===== src/design/signed_integer_to_text_any_radix_macros.svh =====
// assertion macros shared by the radix text converter modules
// no dependencies; assertions compile away when SYNTH is defined
`ifndef SIGNED_INTEGER_TO_TEXT_ANY_RADIX_MACROS_SVH
`define SIGNED_INTEGER_TO_TEXT_ANY_RADIX_MACROS_SVH
`ifndef SYNTH
// same-cycle implication, disabled during reset
`define SITAR_ASSERT_IMP(lbl, ck, rn, ante, cons) \
  lbl: assert property (@(posedge ck) disable iff (!rn) (ante) |-> (cons)) \
    else $error("sitar assertion failed");
// next-cycle implication, disabled during reset
`define SITAR_ASSERT_NXT(lbl, ck, rn, ante, cons) \
  lbl: assert property (@(posedge ck) disable iff (!rn) (ante) |=> (cons)) \
    else $error("sitar assertion failed");
`else
`define SITAR_ASSERT_IMP(lbl, ck, rn, ante, cons)
`define SITAR_ASSERT_NXT(lbl, ck, rn, ante, cons)
`endif
`endif


===== src/design/sitar_pkg.sv =====
// shared constants, types and the digit encoder for the radix text converter
// no dependencies
`timescale 1ns / 1ps

package sitar_pkg;

  // input and register widths
  localparam int VALUE_BITS = 32;
  localparam int RADIX_BITS = 6;
  localparam int DIGIT_BITS = RADIX_BITS;
  localparam int CHAR_BITS  = 7;

  // radix register bounds and reset value
  localparam logic [RADIX_BITS-1:0] RADIX_RESET = RADIX_BITS'(10);
  localparam logic [RADIX_BITS-1:0] RADIX_MIN   = RADIX_BITS'(2);
  localparam logic [RADIX_BITS-1:0] RADIX_MAX   = RADIX_BITS'(36);

  // divider: quotient bits resolved per cycle, cycles per division
  localparam int STEP_BITS     = 8;
  localparam int DIV_CYCLES    = (VALUE_BITS + STEP_BITS - 1) / STEP_BITS;
  localparam int WORK_BITS     = DIV_CYCLES * STEP_BITS;
  localparam int STEP_CNT_BITS = (DIV_CYCLES > 1) ? $clog2(DIV_CYCLES) : 1;

  // digit stack holds every digit of a radix 2 conversion
  localparam int STACK_DEPTH = VALUE_BITS;
  localparam int CNT_BITS    = $clog2(STACK_DEPTH + 1);

  // ascii codes
  localparam logic [CHAR_BITS-1:0] CHAR_ZERO    = 7'h30;
  localparam logic [CHAR_BITS-1:0] CHAR_LOWER_A = 7'h61;
  localparam logic [CHAR_BITS-1:0] CHAR_MINUS   = 7'h2d;
  localparam logic [CHAR_BITS-1:0] CHAR_NONE    = 7'h00;
  localparam logic [DIGIT_BITS-1:0] DECIMAL_DIGITS = DIGIT_BITS'(10);

  typedef enum logic [2:0] {
    ST_IDLE,
    ST_DIV,
    ST_SIGN,
    ST_EMIT,
    ST_EMPTY
  } state_t;

  typedef enum logic [1:0] {
    EMIT_SIGN,
    EMIT_DIGIT,
    EMIT_EMPTY
  } emit_sel_t;

  typedef struct packed {
    logic      load;
    logic      div_step;
    logic      emit;
    emit_sel_t emit_sel;
  } dp_cmd_t;

  typedef struct packed {
    logic radix_ok;
    logic neg;
    logic div_last;
    logic quot_zero;
    logic stack_last;
    logic stack_full;
    logic out_free;
  } dp_status_t;

  // digit value to ascii, 0-9 then lowercase a-z
  function automatic logic [CHAR_BITS-1:0] digit_char(input logic [DIGIT_BITS-1:0] d);
    if (d < DECIMAL_DIGITS) begin
      return CHAR_ZERO + CHAR_BITS'(d);
    end else begin
      return CHAR_LOWER_A + CHAR_BITS'(d - DECIMAL_DIGITS);
    end
  endfunction

endpackage


===== src/design/sitar_if.sv =====
// valid/ready channel interfaces for value requests, text results and radix writes
// depends on sitar_pkg for field widths
`timescale 1ns / 1ps

interface sitar_in_if;
  logic                                  valid;
  logic                                  ready;
  logic signed [sitar_pkg::VALUE_BITS-1:0] value;

  modport source (output valid, output value, input ready);
  modport sink   (input valid, input value, output ready);
endinterface

interface sitar_out_if;
  logic                           valid;
  logic                           ready;
  logic [sitar_pkg::CHAR_BITS-1:0] character;
  logic                           last;
  logic                           empty_res;

  modport source (output valid, output character, output last, output empty_res,
                  input ready);
  modport sink   (input valid, input character, input last, input empty_res,
                  output ready);
endinterface

interface sitar_cfg_if;
  logic                            valid;
  logic                            ready;
  logic [sitar_pkg::RADIX_BITS-1:0] radix;

  modport source (output valid, output radix, input ready);
  modport sink   (input valid, input radix, output ready);
endinterface


===== src/design/sitar_ctrl.sv =====
// control state machine: sequences load, division, sign and digit output, or the empty result for an invalid radix
// depends on sitar_pkg and the assertion macro header
`timescale 1ns / 1ps
`include "signed_integer_to_text_any_radix_macros.svh"

module sitar_ctrl (
  input  logic                  clk,
  input  logic                  rst_n,
  input  logic                  in_valid,
  output logic                  in_ready,
  input  sitar_pkg::dp_status_t status,
  output sitar_pkg::dp_cmd_t    cmd
);
  import sitar_pkg::*;

  state_t state_r, state_nxt;

  // state register
  always_ff @(posedge clk) begin
    if (!rst_n) begin
      state_r <= ST_IDLE;
    end else begin
      state_r <= state_nxt;
    end
  end

  // next state and datapath commands
  always_comb begin
    state_nxt    = state_r;
    cmd          = '0;
    cmd.emit_sel = EMIT_DIGIT;
    in_ready     = 1'b0;
    unique case (state_r)
      ST_IDLE: begin
        in_ready = 1'b1;
        if (in_valid) begin
          cmd.load  = 1'b1;
          state_nxt = status.radix_ok ? ST_DIV : ST_EMPTY;
        end
      end
      ST_DIV: begin
        cmd.div_step = 1'b1;
        if (status.div_last && (status.quot_zero || status.stack_full)) begin
          state_nxt = status.neg ? ST_SIGN : ST_EMIT;
        end
      end
      ST_SIGN: begin
        if (status.out_free) begin
          cmd.emit     = 1'b1;
          cmd.emit_sel = EMIT_SIGN;
          state_nxt    = ST_EMIT;
        end
      end
      ST_EMIT: begin
        if (status.out_free) begin
          cmd.emit     = 1'b1;
          cmd.emit_sel = EMIT_DIGIT;
          if (status.stack_last) begin
            state_nxt = ST_IDLE;
          end
        end
      end
      ST_EMPTY: begin
        if (status.out_free) begin
          cmd.emit     = 1'b1;
          cmd.emit_sel = EMIT_EMPTY;
          state_nxt    = ST_IDLE;
        end
      end
      default: begin
        state_nxt = ST_IDLE;
      end
    endcase
  end

  // checks
  `SITAR_ASSERT_IMP(a_emit_has_room, clk, rst_n, cmd.emit, status.out_free)
  `SITAR_ASSERT_NXT(a_final_digit_idles, clk, rst_n, state_r == ST_EMIT && cmd.emit && status.stack_last, state_r == ST_IDLE)
  `SITAR_ASSERT_NXT(a_more_digits_stay, clk, rst_n, cmd.div_step && status.div_last && !status.quot_zero && !status.stack_full, state_r == ST_DIV)

endmodule


===== src/design/sitar_dp.sv =====
// datapath: radix register, shared divider, digit stack and output register
// depends on sitar_pkg and the assertion macro header
`timescale 1ns / 1ps
`include "signed_integer_to_text_any_radix_macros.svh"

module sitar_dp (
  input  logic                                    clk,
  input  logic                                    rst_n,
  input  sitar_pkg::dp_cmd_t                      cmd,
  output sitar_pkg::dp_status_t                   status,
  input  logic signed [sitar_pkg::VALUE_BITS-1:0] in_value,
  input  logic                                    cfg_valid,
  input  logic [sitar_pkg::RADIX_BITS-1:0]        cfg_radix,
  output logic                                    out_valid,
  input  logic                                    out_ready,
  output logic [sitar_pkg::CHAR_BITS-1:0]         out_character,
  output logic                                    out_last,
  output logic                                    out_empty_res
);
  import sitar_pkg::*;

  logic [RADIX_BITS-1:0]    radix_r;
  logic                     neg_r;
  logic [WORK_BITS-1:0]     work_r, work_nxt;
  logic [DIGIT_BITS-1:0]    rem_r, rem_nxt;
  logic [STEP_CNT_BITS-1:0] step_r;
  logic [DIGIT_BITS-1:0]    stk_r [STACK_DEPTH];
  logic [CNT_BITS-1:0]      cnt_r;
  logic                     out_valid_r;
  logic [CHAR_BITS-1:0]     char_r;
  logic                     last_r;
  logic                     empty_r;

  logic [VALUE_BITS-1:0]    value_u;
  logic [VALUE_BITS-1:0]    mag;
  logic [STEP_BITS-1:0]     qbyte;
  logic [DIGIT_BITS-1:0]    rem_w;
  logic [DIGIT_BITS:0]      trial;
  logic                     push;
  logic                     pop;

  // magnitude of the incoming value
  always_comb begin
    value_u = in_value;
    mag     = value_u[VALUE_BITS-1] ? (~value_u + 1'b1) : value_u;
  end

  // one divider slice: STEP_BITS restoring steps against the radix
  always_comb begin
    rem_w = rem_r;
    trial = '0;
    qbyte = '0;
    for (int i = STEP_BITS - 1; i >= 0; i--) begin
      trial = {rem_w, work_r[WORK_BITS-STEP_BITS+i]};
      if (trial >= {1'b0, radix_r}) begin
        qbyte[i] = 1'b1;
        rem_w    = DIGIT_BITS'(trial - {1'b0, radix_r});
      end else begin
        rem_w    = trial[DIGIT_BITS-1:0];
      end
    end
    rem_nxt  = rem_w;
    work_nxt = WORK_BITS'({work_r, qbyte});
  end

  assign push = cmd.div_step && status.div_last;
  assign pop  = cmd.emit && (cmd.emit_sel == EMIT_DIGIT);

  // status back to the controller
  always_comb begin
    status.radix_ok   = (radix_r >= RADIX_MIN) && (radix_r <= RADIX_MAX);
    status.neg        = neg_r;
    status.div_last   = (step_r == STEP_CNT_BITS'(DIV_CYCLES - 1));
    status.quot_zero  = (work_nxt == '0);
    status.stack_last = (cnt_r == CNT_BITS'(1));
    status.stack_full = (cnt_r == CNT_BITS'(STACK_DEPTH - 1));
    status.out_free   = !out_valid_r || out_ready;
  end

  // control registers
  always_ff @(posedge clk) begin
    if (!rst_n) begin
      radix_r     <= RADIX_RESET;
      step_r      <= '0;
      cnt_r       <= '0;
      out_valid_r <= 1'b0;
    end else begin
      if (cfg_valid) begin
        radix_r <= cfg_radix;
      end
      if (cmd.load) begin
        step_r <= '0;
      end else if (cmd.div_step) begin
        step_r <= status.div_last ? '0 : step_r + 1'b1;
      end
      if (cmd.load) begin
        cnt_r <= '0;
      end else if (push) begin
        cnt_r <= cnt_r + 1'b1;
      end else if (pop) begin
        cnt_r <= cnt_r - 1'b1;
      end
      if (cmd.emit) begin
        out_valid_r <= 1'b1;
      end else if (out_ready) begin
        out_valid_r <= 1'b0;
      end
    end
  end

  // divider working registers
  always_ff @(posedge clk) begin
    if (cmd.load) begin
      work_r <= WORK_BITS'(mag);
      rem_r  <= '0;
      neg_r  <= value_u[VALUE_BITS-1];
    end else if (cmd.div_step) begin
      work_r <= work_nxt;
      rem_r  <= status.div_last ? '0 : rem_nxt;
    end
  end

  // digit stack, least significant digit pushed first
  always_ff @(posedge clk) begin
    if (push) begin
      stk_r[0] <= rem_nxt;
      for (int i = 1; i < STACK_DEPTH; i++) begin
        stk_r[i] <= stk_r[i-1];
      end
    end else if (pop) begin
      for (int i = 0; i < STACK_DEPTH - 1; i++) begin
        stk_r[i] <= stk_r[i+1];
      end
    end
  end

  // output register
  always_ff @(posedge clk) begin
    if (cmd.emit) begin
      unique case (cmd.emit_sel)
        EMIT_SIGN: begin
          char_r  <= CHAR_MINUS;
          last_r  <= 1'b0;
          empty_r <= 1'b0;
        end
        EMIT_DIGIT: begin
          char_r  <= digit_char(stk_r[0]);
          last_r  <= status.stack_last;
          empty_r <= 1'b0;
        end
        EMIT_EMPTY: begin
          char_r  <= CHAR_NONE;
          last_r  <= 1'b1;
          empty_r <= 1'b1;
        end
        default: begin
          char_r  <= CHAR_NONE;
          last_r  <= 1'b1;
          empty_r <= 1'b1;
        end
      endcase
    end
  end

  assign out_valid     = out_valid_r;
  assign out_character = char_r;
  assign out_last      = last_r;
  assign out_empty_res = empty_r;

  // checks
  `SITAR_ASSERT_IMP(a_no_pop_empty, clk, rst_n, pop, cnt_r != '0)
  `SITAR_ASSERT_IMP(a_no_push_full, clk, rst_n, push, cnt_r != CNT_BITS'(STACK_DEPTH))
  `SITAR_ASSERT_NXT(a_last_digit_marked, clk, rst_n, pop && status.stack_last, out_last && !out_empty_res)

endmodule


===== src/design/signed_integer_to_text_any_radix.sv =====
// top level: signed integer to ascii text in a programmable radix
// depends on sitar_pkg, sitar_if, sitar_ctrl and sitar_dp
`timescale 1ns / 1ps
//
// usage
//   in_chan   : one request per integer (value, two's complement)
//   out_chan  : one ascii character per transfer, most significant first,
//               '-' first for negative values, last set on the final one;
//               an invalid radix (outside 2..36) gives one transfer with
//               character 0, last and empty_res set
//   cfg_chan  : radix write, always ready; write only while no request is in flight
// timing
//   a request is accepted only in the idle state, one at a time
//   each digit is one division in the shared divider, which resolves
//   8 quotient bits per cycle; then sign and digits leave one per cycle
//   while the output channel is not stalled
// reset: radix returns to 10, stack and output register are emptied
// stall: a held result stays in the output register and the sequencer waits;
//   the next request is taken while the final character still waits
module signed_integer_to_text_any_radix (
  input  logic           clk,
  input  logic           rst_n,
  sitar_in_if.sink       in_chan,
  sitar_out_if.source    out_chan,
  sitar_cfg_if.sink      cfg_chan
);
  import sitar_pkg::*;

  dp_cmd_t    cmd;
  dp_status_t status;
  logic       in_ready_w;

  // handshake readies
  assign in_chan.ready  = in_ready_w;
  assign cfg_chan.ready = 1'b1;

  // controller
  sitar_ctrl u_ctrl (
    .clk      (clk),
    .rst_n    (rst_n),
    .in_valid (in_chan.valid),
    .in_ready (in_ready_w),
    .status   (status),
    .cmd      (cmd)
  );

  // datapath
  sitar_dp u_dp (
    .clk           (clk),
    .rst_n         (rst_n),
    .cmd           (cmd),
    .status        (status),
    .in_value      (in_chan.value),
    .cfg_valid     (cfg_chan.valid),
    .cfg_radix     (cfg_chan.radix),
    .out_valid     (out_chan.valid),
    .out_ready     (out_chan.ready),
    .out_character (out_chan.character),
    .out_last      (out_chan.last),
    .out_empty_res (out_chan.empty_res)
  );

endmodule

===== src/flat_wrapper.sv =====
// flat-port wrapper written by rule: the top's interface ports become plain ports
module signed_integer_to_text_any_radix_flat import sitar_pkg::*;
  (clk, rst_n, in_chan_valid, in_chan_value, in_chan_ready, out_chan_valid, out_chan_character, out_chan_last, out_chan_empty_res, out_chan_ready, cfg_chan_valid, cfg_chan_radix, cfg_chan_ready);
  sitar_in_if in_chan_i ();
  sitar_out_if out_chan_i ();
  sitar_cfg_if cfg_chan_i ();
  input  logic clk;
  input  logic rst_n;
  input wire logic [$bits(in_chan_i.valid)-1:0] in_chan_valid;
  input wire logic [$bits(in_chan_i.value)-1:0] in_chan_value;
  output wire logic [$bits(in_chan_i.ready)-1:0] in_chan_ready;
  output wire logic [$bits(out_chan_i.valid)-1:0] out_chan_valid;
  output wire logic [$bits(out_chan_i.character)-1:0] out_chan_character;
  output wire logic [$bits(out_chan_i.last)-1:0] out_chan_last;
  output wire logic [$bits(out_chan_i.empty_res)-1:0] out_chan_empty_res;
  input wire logic [$bits(out_chan_i.ready)-1:0] out_chan_ready;
  input wire logic [$bits(cfg_chan_i.valid)-1:0] cfg_chan_valid;
  input wire logic [$bits(cfg_chan_i.radix)-1:0] cfg_chan_radix;
  output wire logic [$bits(cfg_chan_i.ready)-1:0] cfg_chan_ready;
  assign in_chan_i.valid = in_chan_valid;
  assign in_chan_i.value = in_chan_value;
  assign in_chan_ready = in_chan_i.ready;
  assign out_chan_valid = out_chan_i.valid;
  assign out_chan_character = out_chan_i.character;
  assign out_chan_last = out_chan_i.last;
  assign out_chan_empty_res = out_chan_i.empty_res;
  assign out_chan_i.ready = out_chan_ready;
  assign cfg_chan_i.valid = cfg_chan_valid;
  assign cfg_chan_i.radix = cfg_chan_radix;
  assign cfg_chan_ready = cfg_chan_i.ready;
  signed_integer_to_text_any_radix u_core (.clk(clk), .rst_n(rst_n), .in_chan(in_chan_i), .out_chan(out_chan_i), .cfg_chan(cfg_chan_i));
endmodule

===== config.mk =====
export PLATFORM = sky130hd
export DESIGN_NAME = signed_integer_to_text_any_radix_flat
export DESIGN_NICKNAME = d
export VERILOG_FILES = /design/src/design/sitar_pkg.sv /design/src/design/sitar_if.sv /design/src/design/sitar_ctrl.sv /design/src/design/sitar_dp.sv /design/src/design/signed_integer_to_text_any_radix.sv /design/src/flat_wrapper.sv
export VERILOG_INCLUDE_DIRS = /design/src /design/src/design
export SDC_FILE = /design/constraint.sdc
export NUM_CORES = 1
export LEC_CHECK = 0
export BUFFER_PORTS_ARGS = -buffer_cell sky130_fd_sc_hd__buf_2
export CORE_MARGIN = 2
export CORE_UTILIZATION = 63
export CTS_BUF_LIST = sky130_fd_sc_hd__clkbuf_16
export DETAILED_ROUTE_END_ITERATION = 10
export PLACE_DENSITY = 0.93
export SKIP_CTS_REPAIR_TIMING = 1
export SLEW_MARGIN = 40
export SYNTH_ARGS = -nofsm -noshare
export SYNTH_HDL_FRONTEND = slang
export SYNTH_SLANG_ARGS = --single-unit

===== constraint.sdc =====
create_clock -name clk -period 22 [get_ports clk]
set_clock_uncertainty 0.05 [all_clocks]
set_input_delay 3.3 -clock clk [delete_from_list [all_inputs] [get_ports clk]]
set_output_delay 3.3 -clock clk [all_outputs]
set_load 0.05 [all_outputs]

==> impl_metrics.env <==
export IMPL_tritoncts_num_buffers=26
export IMPL_finalWirelength_um=32800
export IMPL_clk_latency_ps=540
export IMPL_status="finished, final reports clean"
export IMPL_viasPerCell=6.04
export IMPL_synth_yosys_seq_area_share_pct=51.7
export IMPL_worst_endpoint_required_ps=22240
export IMPL_final_report_setup_violation_count=0
export IMPL_critical_path_peak_fanout=12
export IMPL_category_of_the_worst_setup_path_capture_point="register"
export IMPL_netlist_top_cells_area="edfxtp_1 48%, nand2_1 16%, ha_1 4.9%"
export IMPL_fmax_ghz=0.0534
export IMPL_count_of_tritonroute_iterations_in_the_first_routing_pass=6
export IMPL_number_of_storage_elements_in_the_synthesis_netlist=258
export IMPL_synth_distinct_cells=79
export IMPL_yosys_area_share_adder_pct=6.01
export IMPL_fp_dieW_um=156
export IMPL_final_hold_violation_count=0
export IMPL_deepest_clock_path_buffer_count=3
export IMPL_final_nets=1670
export IMPL_syn_to_final_growth_pct=8.80
export IMPL_ys_async_rst_share_pct=0
export IMPL_worst_path_clk_slew_ps=60
export IMPL_tritoncts="done"
export IMPL_ys_dominant_reg_cell="edfxtp_1"
export IMPL_period_share_pct=85.1
export IMPL_globalRouteOverflowTotal=0
export IMPL_min_path_type="register to register"
export IMPL_all_layer_global_routing_usage_pct=27.0
export IMPL_top_level_ports=55
export IMPL_placementRows=55
export IMPL_totalNegativeSetupSlack_ps=0
export IMPL_dieHeight_um=156
export IMPL_synth_compound_gate_area_share_pct=10.7
export IMPL_maxCapViolations=0
export IMPL_clock_sinks=258
export IMPL_grt_first_pass_wirelength_um=53000
export IMPL_timing_slew_headroom_pct=46.6
export IMPL_drt_drc_violations_left=0
export IMPL_grt_pass1_vias=10736
export IMPL_slew_limit_fails=0
export IMPL_detailedPlacementHpwl_um=22100
export IMPL_post_synth_edffs=234
export IMPL_synthDominantAreaCellType="edfxtp_1"
export IMPL_post_synth_top_area_fraction_pct=48.4
export IMPL_syn_mean_instance_area_um2=9.47
export IMPL_detail_route_antenna_nets=0
export IMPL_core_area_mm2=0.0226
export IMPL_seq_area_mm2=0.00751
export IMPL_layout_min_cycle_time_ps=18720
export IMPL_num_antenna_cells=0
export IMPL_cp_data_arrival_time_ps=18970
export IMPL_crit_path_start_kind="register"
export IMPL_synth_fp_nets=1642
export IMPL_synth_mux_area_share_pct=2.62
export IMPL_initial_utilization_pct=64.1
export IMPL_footprint_of_the_multi_input_gates_mm2=0.00660
export IMPL_yosys_warnings=0
export IMPL_num_vias=11247
export IMPL_clock_root_buffer="clkbuf_16"
export IMPL_unrepaired_setup_endpoints_after_global_routing="no"
export IMPL_h_tree_depth=1
export IMPL_antenna_found_initial=0
export IMPL_combinational_family_with_the_most_area_after_synthesis="simple AND/OR/NAND/NOR gates"
export IMPL_max_stage_delay_ps=810
export IMPL_port_buffer_count=53
export IMPL_grt_max_degree=112
export IMPL_synthSimpleGateAreaFrac_pct=22.1
export IMPL_synthesis_area_mm2=0.0145
export IMPL_timing_setup_critical_path_class="register to register"
export IMPL_final_weighted_congestion_of_routability_driven_global_placement=0.972
export IMPL_crit_slowest_cell="dfxtp_1"
export IMPL_drt_iter0_markers=1102
export IMPL_die_area_mm2=0.0243
export IMPL_timing_worst_slew_pin_value_ps=802
export IMPL_routedWlPerCell_um=17.6
export IMPL_n_fill_cell=1559
export IMPL_synthesized_instance_count=1534
export IMPL_share_of_post_route_cells_with_drive_strength_above_1_pct=8.69
export IMPL_yosys_area_share_xor_xnor_pct=3.80
## worst paths after layout
path | end | slack, ps | start | cells past startpoint
worst max-delay path | u_core.u_dp.stk_r[0][0] | 3280 | u_core.u_dp.radix_r[1] | 71
worst min-delay path | u_core.u_dp.stk_r[0][190] | 400 | u_core.u_dp.stk_r[0][184] | 0
worst max register to register | u_core.u_dp.stk_r[0][0] | 3280 | u_core.u_dp.radix_r[1] | 71
worst min register to register | u_core.u_dp.stk_r[0][190] | 400 | u_core.u_dp.stk_r[0][184] | 0
## cell usage in the layout, fill, tap and decap left out, types with 10 or more instances in the layout
cell type and instances:
o21ai_0 65, ha_1 57, clkbuf_16 26, nand3_1 11
nand2_1 604, mux2_2 16, nand2b_1 12, edfxtp_1 234
dfxtp_1 24, nor2b_1 19, buf_2 53, or3_1 13
mux2i_1 20, nor2_1 60, xor2_1 39, o31ai_1 11
a21oi_1 41, xnor2_1 24, and3_1 10, inv_1 54
a21o_1 15
## synth_stat cells, types with 5 or more instances
cell type	number
a21oi_1	41
or4_1	7
a21o_1	15
nor4_1	8
mux2_2	16
nand2_1	606
nand2b_1	12
inv_1	49
o31ai_1	11
or3_1	13
o21a_1	7
nor2_1	61
dfxtp_1	24
ha_1	57
a21boi_0	5
nand3_1	12
mux2i_1	20
nand4_1	5
edfxtp_1	234
o21ai_0	65
fa_1	8
xor2_1	39
and3_1	11
clkbuf_1	54
o21ai_1	5
a311oi_1	5
xnor2_1	24
and2_1	5
nor2b_1	19
o211ai_1	8
## stage by stage
step,util (%),worst slack (ps),hold slack [ps],instance area [um^2],instances
finish,69.8,3280,400,15800,1862
global route,69.8,2150,403,15800,1862
CTS,69.8,3730,399,15800,1862
detailed placement,66.3,3810,384,15000,1819
global placement,66.1,4590,381,15000,1818
floorplan,-,6420,376,14500,1534
## logic make-up (layout without fill, tap and decap cells)
| kind of cell | count (synthesis) | in the layout |
|---|---|---|
| compound gates | 221 | 221 |
| xor+xnor | 63 | 63 |
| fa+ha+maj | 65 | 65 |
| buf+inv | 112 | 155 |
| flops | 258 | 258 |
| mux | 36 | 36 |
| other cells | 1 | 1 |
| simple gates | 778 | 778 |
## per-layer routing
layer	routed length (um)	share of wire (%)	vias to the layer above	GRT usage, %
li1	-	-	5350	-
met1	14100	43	5333	37.8
met2	15500	47	487	43.9
met3	2280	7.0	77	3.83
met4	855	2.6	0	8.52
met5	0	0	-	0
## critical path: cells and delay by family (launching register included)
family	cells	cell delay, ps
multiplexers	8	2890
adder cells (fa/ha/maj)	8	2360
flip-flops	1	810
AND/OR/NAND/NOR	13	2250
buffers and inverters	4	670
AO/OA/AOI/OAI	38	9370
## flip-flops by register name, indices dropped and copies added (netlist names)
signal,flops
u_core.u_dp.out_empty_res,1
u_core.u_dp.out_last,1
u_core.u_dp.step_r,2
u_core.u_dp.neg_r,1
u_core.u_dp.rem_r,6
u_core.u_ctrl.state_r,3
u_core.u_dp.radix_r,6
u_core.u_dp.out_valid,1
u_core.u_dp.work_r,32
u_core.u_dp.cnt_r,6
u_core.u_dp.stk_r,192
u_core.u_dp.out_character,7
## layout make-up
type                       count  area share (%)
clock inverter                17           0.895
inverter                      51            1.21
tap                          285            2.26
clock buffer                  26            4.12
timing repair buffer          61            2.23
multi-input combinational   1164            41.8
sequential                   258            47.5
Power is left out: the tool's default activity adds up to more than one toggle a clock period on the data nets, which glitch-free logic cannot reach.
